<file path="src/hdl/pmw_pkg.sv">
// Package of the minimum spanning tree weight block: widths, codes and control types
package pmw_pkg;

  // Built vertex limit and derived sizes
  localparam int unsigned MAX_V     = 128;
  localparam int unsigned VIDX_W    = $clog2(MAX_V);
  localparam int unsigned VCNT_W    = $clog2(MAX_V + 1);
  localparam int unsigned ADJ_DEPTH = MAX_V * MAX_V;
  localparam int unsigned ADDR_W    = $clog2(ADJ_DEPTH);

  // Field widths
  localparam int unsigned ACTION_W = 2;
  localparam int unsigned ROW_W    = 7;
  localparam int unsigned COL_W    = 7;
  localparam int unsigned WEIGHT_W = 22;
  localparam int unsigned TW_W     = 28;
  localparam int unsigned VCOUNT_W = 8;

  // Configuration port
  localparam int unsigned APB_AW = 3;
  localparam int unsigned APB_DW = 32;

  // Value constants
  localparam logic [WEIGHT_W-1:0] NO_EDGE  = WEIGHT_W'(1 << 21);
  localparam logic [TW_W-1:0]     SUM_MAX  = '1;
  localparam logic [VCOUNT_W-1:0] VCOUNT_RESET = VCOUNT_W'(1);

  // Item actions
  typedef enum logic [ACTION_W-1:0] {
    ACT_WRITE   = 2'd0,
    ACT_CLEAR   = 2'd1,
    ACT_COMPUTE = 2'd2
  } action_e;

  // Datapath sweep operations
  typedef enum logic [2:0] {
    OP_NONE,
    OP_CLEAR,
    OP_INIT,
    OP_SCAN,
    OP_RELAX,
    OP_SUM
  } op_e;

  // Controller states
  typedef enum logic [3:0] {
    ST_IDLE,
    ST_CLEAR,
    ST_INIT,
    ST_SCAN,
    ST_SCAN_END,
    ST_PICK,
    ST_RELAX,
    ST_RELAX_END,
    ST_SUM,
    ST_SUM_D1,
    ST_SUM_D2,
    ST_DONE
  } state_e;

  // Controller to datapath commands
  typedef struct packed {
    op_e  op;       // operation issued at the current sweep index
    logic cnt_clr;  // restart the sweep counter
    logic load_n;   // latch the vertex count for a compute
    logic trk_clr;  // restart the minimum tracker
    logic acc_clr;  // clear the tree weight accumulator
    logic adj_wr;   // store the entry of the accepted write item
  } dp_cmd_t;

  // Datapath to controller status
  typedef struct packed {
    logic clear_last;  // counter on the last matrix entry
    logic sweep_last;  // counter on the last vertex in use
    logic cfg_zero;    // configured vertex count is zero
    logic found;       // scan found an unfinished vertex below no-edge
  } dp_sts_t;

endpackage

</file>
<file path="src/hdl/pmw_ctrl.sv">
// Controller state machine of the minimum spanning tree weight block
module pmw_ctrl (
  input  logic                            clk_i,
  input  logic                            rst_ni,
  input  logic                            start_i,
  input  logic [pmw_pkg::ACTION_W-1:0]    action_i,
  input  pmw_pkg::dp_sts_t                sts_i,
  output pmw_pkg::dp_cmd_t                cmd_o,
  output logic                            busy_o,
  output logic                            done_o
);
  import pmw_pkg::*;

  state_e state_q, state_d;

  // State register; reset enters the matrix clearing pass
  always_ff @(posedge clk_i or negedge rst_ni) begin
    if (!rst_ni) begin
      state_q <= ST_CLEAR;
    end else begin
      state_q <= state_d;
    end
  end

  // Next state and commands
  always_comb begin
    state_d = state_q;
    cmd_o   = '{op: OP_NONE, default: 1'b0};
    busy_o  = 1'b1;
    done_o  = 1'b0;
    unique case (state_q)
      ST_IDLE: begin
        busy_o = 1'b0;
        if (start_i) begin
          unique case (action_i)
            ACT_WRITE: begin
              cmd_o.adj_wr = 1'b1;
            end
            ACT_CLEAR: begin
              cmd_o.cnt_clr = 1'b1;
              state_d       = ST_CLEAR;
            end
            ACT_COMPUTE: begin
              cmd_o.cnt_clr = 1'b1;
              cmd_o.load_n  = 1'b1;
              cmd_o.acc_clr = 1'b1;
              state_d       = sts_i.cfg_zero ? ST_DONE : ST_INIT;
            end
            default: begin
              // unused action: taken and dropped
            end
          endcase
        end
      end
      ST_CLEAR: begin
        cmd_o.op = OP_CLEAR;
        if (sts_i.clear_last) begin
          state_d = ST_IDLE;
        end
      end
      ST_INIT: begin
        cmd_o.op = OP_INIT;
        if (sts_i.sweep_last) begin
          cmd_o.cnt_clr = 1'b1;
          cmd_o.trk_clr = 1'b1;
          state_d       = ST_SCAN;
        end
      end
      ST_SCAN: begin
        cmd_o.op = OP_SCAN;
        if (sts_i.sweep_last) begin
          cmd_o.cnt_clr = 1'b1;
          state_d       = ST_SCAN_END;
        end
      end
      // last key compared here
      ST_SCAN_END: begin
        state_d = ST_PICK;
      end
      ST_PICK: begin
        state_d = sts_i.found ? ST_RELAX : ST_SUM;
      end
      ST_RELAX: begin
        cmd_o.op = OP_RELAX;
        if (sts_i.sweep_last) begin
          cmd_o.cnt_clr = 1'b1;
          state_d       = ST_RELAX_END;
        end
      end
      // last neighbour written back here
      ST_RELAX_END: begin
        cmd_o.trk_clr = 1'b1;
        state_d       = ST_SCAN;
      end
      ST_SUM: begin
        cmd_o.op = OP_SUM;
        if (sts_i.sweep_last) begin
          state_d = ST_SUM_D1;
        end
      end
      ST_SUM_D1: begin
        state_d = ST_SUM_D2;
      end
      ST_SUM_D2: begin
        state_d = ST_DONE;
      end
      ST_DONE: begin
        done_o  = 1'b1;
        state_d = ST_IDLE;
      end
      default: begin
        state_d = ST_IDLE;
      end
    endcase
  end

endmodule

</file>
<file path="config.mk">
export PLATFORM = sky130hd
export DESIGN_NAME = pmw_ctrl
export DESIGN_NICKNAME = d
export VERILOG_FILES = /design/src/hdl/pmw_pkg.sv /design/src/hdl/pmw_ctrl.sv
export SDC_FILE = /design/constraint.sdc
export NUM_CORES = 1
export LEC_CHECK = 0
export BUFFER_PORTS_ARGS = -buffer_cell sky130_fd_sc_hd__buf_2
export CAP_MARGIN = 20
export CORE_MARGIN = 2
export CORE_UTILIZATION = 30
export DETAILED_ROUTE_END_ITERATION = 16
export PLACE_DENSITY_LB_ADDON = 0.25
export SKIP_CTS_REPAIR_TIMING = 1
export SLEW_MARGIN = 20
export SYNTH_ARGS = -nofsm -noshare
export SYNTH_HDL_FRONTEND = slang
export SYNTH_SLANG_ARGS = --single-unit
</file>
<file path="constraint.sdc">
create_clock -name clk_i -period 1.4 [get_ports clk_i]
set_input_delay 0.21 -clock clk_i [delete_from_list [all_inputs] [get_ports clk_i]]
set_output_delay 0.21 -clock clk_i [all_outputs]
set_load 0.01 [all_outputs]
</file>
==> results_dict.tcl, run 1 <==
set metrics [dict create \
    outcome "complete, but fails checks" \
    violations "negative setup slack" \
    die_width_um 45.9 \
    diodes 0 \
    drv_slew 0 \
    place_congestion 0.798 \
    synth_nets 78 \
    syn_to_final_growth_pct 86.7 \
    portBuffers 18 \
    met2_usage_pct 26.9 \
    cap_violations 0 \
    period_minus_slack_ns 1.70 \
    numCtsBuffers 3 \
    row_count 15 \
    drc 0 \
    boundaryPins 19 \
    grt_usage_pct 16.0 \
    wl_per_cell_um 13.2 \
    critPathKind "register to output port" \
    fin_crit_sh_pct 121 \
    drt_iter0_drc 8 \
    synth.area.top_cells "dfrtp_1 14%, ha_1 7.1%, dfstp_2 5.0%, buf_4 4.3%, inv_1 4.3%" \
    synth.distinct_cells 34 \
    yosys_warnings 0 \
    whs_ns 0.295 \
    crit_path_max_fanout 6 \
    cts_tree "yes" \
    endpoint_kind "output port" \
    register_area_um2 104 \
    clockRootBuffer "clkbuf_4" \
    via_count 675 \
    design_area_um2 981 \
    clock.fmax_mhz 589 \
    finalClockSkew_ns 0.0126 \
    p_leak_nw 0.479 \
    hold_viol 0 \
    grt-busiest-layer "met2" \
    maxSlewHeadroom_pct 76.2 \
    regMostFlops "state_q" \
    grt_pass1_vias 565 \
    start_kind "register" \
    p_per_area_mw_per_mm2 2290 \
    antenna_found_initial 0 \
    ys_ff_latch 4 \
    grt_overflow 0 \
    reg_top3 "state_q: 4 flops" \
    setup_viol 14 \
    grt_pass1_wl_mm 2.42 \
    clock_latency_ns 0.24 \
    final_common_cell "buf_4" \
    coreArea_mm2 0.00169 \
    dieArea_mm2 0.00210 \
    viasPerCell 5.15 \
    wl_mm 1.74 \
    gr-usage-met1_pct 20.6 \
    ant_nets 0 \
    layout_common_cells "21 x buf_4, 15 x buf_2, 10 x buf_6, 5 x inv_1, 5 x nor2_1" \
    holdCritPathClass "input pin to async pin" \
    clk_path_buf_depth 2 \
    setup_ws_ns -0.297 \
    dr.pass1.iters 4 \
    synth.top_cell.area_share_pct 14.3 \
    clkTransAtPathRegs_ns 0.05 \
    die_y_um 45.9 \
    use_met3_pct 4.76 \
    ir_worst_vdd_v 0.00126 \
    ys_seq_area_share_pct 19.3 \
    synth.avg_cell_area_um2 7.96 \
    rsz0062_at_grt "yes" \
    crit_arrival_ns 1.49 \
    place_area_um2 778 \
    cts_sinks 4 \
    synthCells 66 \
    cts.htree.levels 1 \
    start_util_pct 31.1 \
    synth_top_area_cell "dfrtp_1" \
    largest_register_ffs 4 \
    drive_above_1_share_pct 61.4 \
    nets 127 \
    worst_pin_slew_ns 0.356 \
    cp.required_ns 1.19 \
    nFillCells 161 \
    netlist_area_um2 526 \
    grt_max_degree 11 \
    multiInputGateArea_um2 408 \
    hpwl_mm 1.25 \
]
[cell usage after synthesis (all sizes together)]
cell     count
inv          7
nor2         6
buf          5
o21ai        5
nand2        4
nand3        4
a21oi        3
dfrtp        3
ha           3
nor2b        3
a32oi        2
and3         2
mux2i        2
nor3         2
a2111oi      1
a211o        1
a21boi       1
a22o         1
a22oi        1
dfstp        1
mux2         1
nand3b       1
nand4        1
nor4         1
nor4b        1
o211ai       1
o21a         1
o22ai        1
o2bb2ai      1
[final timing paths]
kind | startpoint | to | slack [ns] | cells after the start
hold reg to reg | state_q[0]$_DFFE_PN1P_ | state_q[0]$_DFFE_PN1P_ | 0.68 | 3
min in group clk_i | sts_i[2] | state_q[2]$_DFFE_PN0P_ | 0.36 | 4
setup / recovery | state_q[1]$_DFFE_PN0P_ | cmd_o[1] | -0.30 | 4
max in group asynchronous | rst_ni | state_q[0]$_DFFE_PN1P_ | 0.89 | 2
hold / removal | rst_ni | state_q[3]$_DFFE_PN0P_ | 0.30 | 2
setup reg to reg | state_q[0]$_DFFE_PN1P_ | state_q[3]$_DFFE_PN0P_ | -0.17 | 5
[per-stage QoR]
stage	std cells	setup TNS (ns)	util, %	total power [W]	setup slack (ns)
floorplan	66	-0.0144	-	0.00106	-0.0144
detailed placement	116	-0.346	46.1	0.00163	-0.0864
global route	131	-3.48	58.1	0.00241	-0.367
finish	131	-2.62	58.1	0.00225	-0.297
global placement	116	-0.172	46.1	0.00160	-0.0537
CTS	120	-2.70	47.6	0.00180	-0.331
[power breakdown]
part,total [W],internal (W),leakage [nW],switching (W)
logic,0.00178,0.00103,0.417,0.000750
registers,0.000302,0.000187,0.0470,0.000115
clock network,0.000160,0.000107,0.0150,0.0000531
total,0.00225,0.00133,0.479,0.000918
[critical path: stages, from the launching register on]
cell and delay [ns]:
dfrtp_2 0.42, buf_12 0.14, nor4_4 0.33, and3_4 0.26, buf_6 0.10
[layer usage]
metal  part of all wire [%]  wire (um)
met1                     44        757
met2                     52        898
met3                    4.6         79
met4                      0          0
met5                      0          0
[final cells by class]
class | count | share of cell area, %
repair buffers | 49 | 40.3
multi-input cells | 50 | 41.6
well taps | 17 | 2.17
flip-flops and latches | 4 | 10.6
inverters | 7 | 2.68
clock buffers | 4 | 2.68
[cells by family (layout without fill, tap and decap cells)]
group           Yosys count  count (layout)  synth area share (%)
flops                     4               4                  19.3
simple gates             25              25                  27.6
buf+inv                  12              60                  12.4
fa+ha+maj                 3               3                  7.14
mux                       3               3                  6.67
compound gates           19              19                  26.9
(Power assumes the default switching activity.)
==> run 2: changes to the inputs <==
Settings changed: BUFFER_PORTS_ARGS -buffer_cell sky130_fd_sc_hd__buf_2 to -buffer_cell sky130_fd_sc_hd__buf_4, HOLD_SLACK_MARGIN set to 0.12.
==> results_dict.tcl, run 2 (synthesis results as in run 1) <==
set metrics [dict create \
    clockRootBuffer "clkbuf_4" \
    die_y_um 45.9 \
    drc 0 \
    boundaryPins 19 \
    antenna_found_initial 0 \
    r2r-start "state_q[0]$_DFFE_PN1P_" \
    final_common_cell "buf_4" \
    dr.pass1.iters 4 \
    m1WireLength_um 775 \
    start_util_pct 31.1 \
    clock_latency_ns 0.24 \
    grt_usage_pct 16.9 \
    maxSlewHeadroom_pct 81.8 \
    largest_register_ffs 4 \
    critPathKind "register to output port" \
    rsz0062_at_grt "yes" \
    p_per_area_mw_per_mm2 2250 \
    fin_util_pct 62.3 \
    top_layer "met4" \
    dieArea_mm2 0.00210 \
    portBuffers 18 \
    nets 125 \
    diodes 0 \
    crit_arrival_ns 1.48 \
    reg2regPathDepth 5 \
    die_width_um 45.9 \
    violations "negative setup slack" \
    grt_pass1_vias 552 \
    clock.fmax_mhz 592 \
    p_leak_nw 0.485 \
    drv_slew 0 \
    cts_sinks 4 \
    grt_overflow 0 \
    grt_pass1_wl_mm 2.55 \
    hold_viol 0 \
    drive_above_1_share_pct 67.0 \
    row_count 15 \
    crit_start "state_q[1]$_DFFE_PN0P_" \
    wl_per_cell_um 14.0 \
    cap_violations 0 \
    syn_to_final_growth_pct 100 \
    endpoint_kind "output port" \
    coreArea_mm2 0.00169 \
    setup_viol 14 \
    pre_cts_ws_ns -0.0611 \
    place_congestion 0.797 \
    cts.htree.levels 1 \
    cp.required_ns 1.19 \
    ir_worst_vdd_v 0.00108 \
    viasPerCell 5.12 \
    total_power_w 0.00237 \
    fin_crit_sh_pct 121 \
    tns_ns -2.37 \
    clk_path_buf_depth 2 \
    start_kind "register" \
    finalClockSkew_ns 0.00884 \
    layout_common_cells "32 x buf_4, 13 x buf_6, 5 x inv_1, 4 x nor2_1, 4 x o21ai_0" \
    setup_ws_ns -0.289 \
    via_count 660 \
    crit_path_max_fanout 4 \
    whs_ns 0.304 \
    reg_top3 "state_q: 4 flops" \
    hpwl_mm 1.25 \
    wl_mm 1.81 \
    drt_iter0_drc 3 \
    numCtsBuffers 3 \
    worst_pin_slew_ns 0.271 \
    period_minus_slack_ns 1.69 \
    holdCritPathClass "input pin to async pin" \
    route.met2.wl_um 926 \
    outcome "complete, but fails checks" \
    wl_met3_um 91 \
    grt_max_degree 10 \
    clkTransAtPathRegs_ns 0.04 \
    regMostFlops "state_q" \
    cts_tree "yes" \
    ant_nets 0 \
]
-- run 2: area by class of cell --
cell class                 instances  area, um^2
fill                             153         637
tap                               17        21.3
inverter                           7        28.8
sequential                         4         104
clock buffer                       4        26.3
multi-input combinational         50         455
timing repair buffer              47         417
-- run 2: report_power, final --
part	total [W]	switching (W)	internal [W]	leakage (nW)
registers	0.000287	0.000100	0.000187	0.0470
logic	0.00193	0.000837	0.00109	0.423
clock network	0.000156	0.0000489	0.000107	0.0150
-- run 2: metrics by stage --
stage          area, um^2  cells
2_1_floorplan         537     66
3_3_place_gp          791    115
3_5_place_dp          791    115
4_1_cts               817    119
5_1_grt              1050    129
6_report             1050    129
-- run 2: metal layers --
| metal | up-vias | global-route usage (%) |
|---|---|---|
| li1 | 330 | - |
| met3 | 2 | 5.56 |
| met2 | 21 | 25.8 |
| met1 | 307 | 22.4 |
| met5 | - | 0 |
| met4 | 0 | 5.14 |
-- run 2: final timing paths --
path                            slack [ns]                     end
worst max-delay path                 -0.29                cmd_o[1]
worst min-delay path                  0.30  state_q[3]$_DFFE_PN0P_
worst max register to register       -0.11  state_q[3]$_DFFE_PN0P_
worst min register to register        0.71  state_q[3]$_DFFE_PN0P_
max in group asynchronous             0.89  state_q[0]$_DFFE_PN1P_
min in group clk_i                    0.32  state_q[2]$_DFFE_PN0P_
-- run 2: worst max-delay path, cell delays in order (launching register included) --
cell and delay, ns:
dfrtp_1 0.41, buf_6 0.15, nor4_4 0.32, and3_4 0.25
buf_6 0.10
==> run 3: changes to the inputs <==
Settings changed: CTS_CLUSTER_DIAMETER set to 200, RECOVER_POWER set to 50.
Clock period 1.4 ns to 1.5 ns, I/O delays scaled along.
==> results_dict.tcl, run 3 (synthesis results as in run 1) <==
set metrics [dict create \
    diodes 0 \
    dr.pass1.iters 4 \
    p_per_area_mw_per_mm2 2110 \
    finalClockSkew_ns 0.0122 \
    antenna_found_initial 0 \
    drt_iter0_drc 11 \
    maxSlewHeadroom_pct 78.6 \
    final_common_cell "buf_4" \
    nFillCells 161 \
    ir_worst_vdd_v 0.000910 \
    row_count 15 \
    setup_viol 10 \
    regMostFlops "state_q" \
    place_congestion 0.788 \
    register_area_um2 105 \
    hpwl_mm 1.15 \
    clock.fmax_mhz 582 \
    outcome "complete, but fails checks" \
    clk_path_buf_depth 2 \
    start_kind "register" \
    fin_crit_sh_pct 115 \
    start_util_pct 31.1 \
    grt_pass1_vias 548 \
    syn_to_final_growth_pct 88.1 \
    clock_latency_ns 0.26 \
    clkTransAtPathRegs_ns 0.05 \
    largest_register_ffs 4 \
    p_leak_nw 0.462 \
    ant_nets 0 \
    cts_tree "yes" \
    grt_pass1_wl_mm 2.39 \
    worst_pin_slew_ns 0.318 \
    reg_top3 "state_q: 4 flops" \
    total_power_w 0.00208 \
    clockRootBuffer "clkbuf_4" \
    period_minus_slack_ns 1.72 \
    viasPerCell 5.13 \
    endpoint_kind "output port" \
    drive_above_1_share_pct 62.7 \
    rsz0062_at_grt "yes" \
    crit_arrival_ns 1.49 \
    grt_max_degree 10 \
    drc 0 \
    holdCritPathClass "input pin to register" \
    cts_sinks 4 \
    pre_cts_ws_ns -0.0377 \
    dieArea_mm2 0.00210 \
    multiInputGateArea_um2 437 \
    hold_viol 0 \
    tns_ns -1.41 \
    crit_path_max_fanout 4 \
    layout_common_cells "34 x buf_4, 9 x buf_6, 4 x inv_1, 4 x nand2_1, 4 x nor2_1" \
    wl_mm 1.72 \
    wl_per_cell_um 13.5 \
    portBuffers 18 \
    numCtsBuffers 3 \
    grt_overflow 0 \
    critPathKind "register to output port" \
    die_y_um 45.9 \
    boundaryPins 19 \
    violations "negative setup slack" \
    cts.htree.levels 1 \
    setup_ws_ns -0.218 \
    grt_usage_pct 17.1 \
    via_count 652 \
    nets 123 \
    drv_slew 0 \
    cp.required_ns 1.27 \
    cap_violations 0 \
    coreArea_mm2 0.00169 \
    die_width_um 45.9 \
]
==> run 3: cell count changes in the layout (fill, tap and decap cells not counted), sizes merged <==
cell and delta:
buf -3, clkbuf +1
==> run 3: worst max-delay path: stages (launching register included) <==
cell     delay [ns]
dfrtp_2        0.44
buf_6          0.14
nor4_4         0.30
and3_4         0.25
buf_4          0.11
==> run 3: through the flow <==
step	instances	hold slack (ns)	area (um^2)	util [%]
detailed placement	112	0.0230	768	45.5
CTS	116	-0.253	795	47.0
global placement	112	0.0235	768	45.5
global route	127	0.318	988	58.5
finish	127	0.305	988	58.5
floorplan	66	-0.0706	531	-
==> run 3: layer usage <==
| layer | global-route usage [%] | share of wire (%) | up-vias |
|---|---|---|---|
| met5 | 0 | 0 | - |
| met4 | 12.0 | 2.4 | 0 |
| met3 | 6.35 | 6.9 | 4 |
| met2 | 25.3 | 47 | 25 |
| met1 | 20.2 | 44 | 298 |
| li1 | - | - | 325 |
==> run 3: where the power goes <==
| part | leakage, nW | switching, W | total [W] | internal [W] |
|---|---|---|---|---|
| clock network | 0.0150 | 0.0000616 | 0.000163 | 0.000101 |
| logic | 0.401 | 0.000698 | 0.00163 | 0.000936 |
| registers | 0.0457 | 0.000112 | 0.000288 | 0.000176 |
==> run 3: layout make-up <==
type                    instances  share of cell area, %
multi-input cells              50                   44.2
repair buffers                 45                   37.5
flip-flops and latches          4                   10.6
inverters                       7                   2.91
clock buffers                   4                   2.66
well taps                      17                   2.15
==> run 3: path summary, 6_finish.rpt <==
check                                            start                      to  slack, ns  cells past startpoint
worst min-delay path                          sts_i[2]  state_q[2]$_DFFE_PN0P_       0.30                      4
min in group asynchronous                       rst_ni  state_q[2]$_DFFE_PN0P_       0.32                      2
worst min register to register  state_q[2]$_DFFE_PN0P_  state_q[2]$_DFFE_PN0P_       0.69                      2
max in group asynchronous                       rst_ni  state_q[0]$_DFFE_PN1P_       0.91                      2
worst max register to register  state_q[0]$_DFFE_PN1P_  state_q[3]$_DFFE_PN0P_       0.01                      5
worst max-delay path            state_q[1]$_DFFE_PN0P_                cmd_o[1]      -0.22                      4
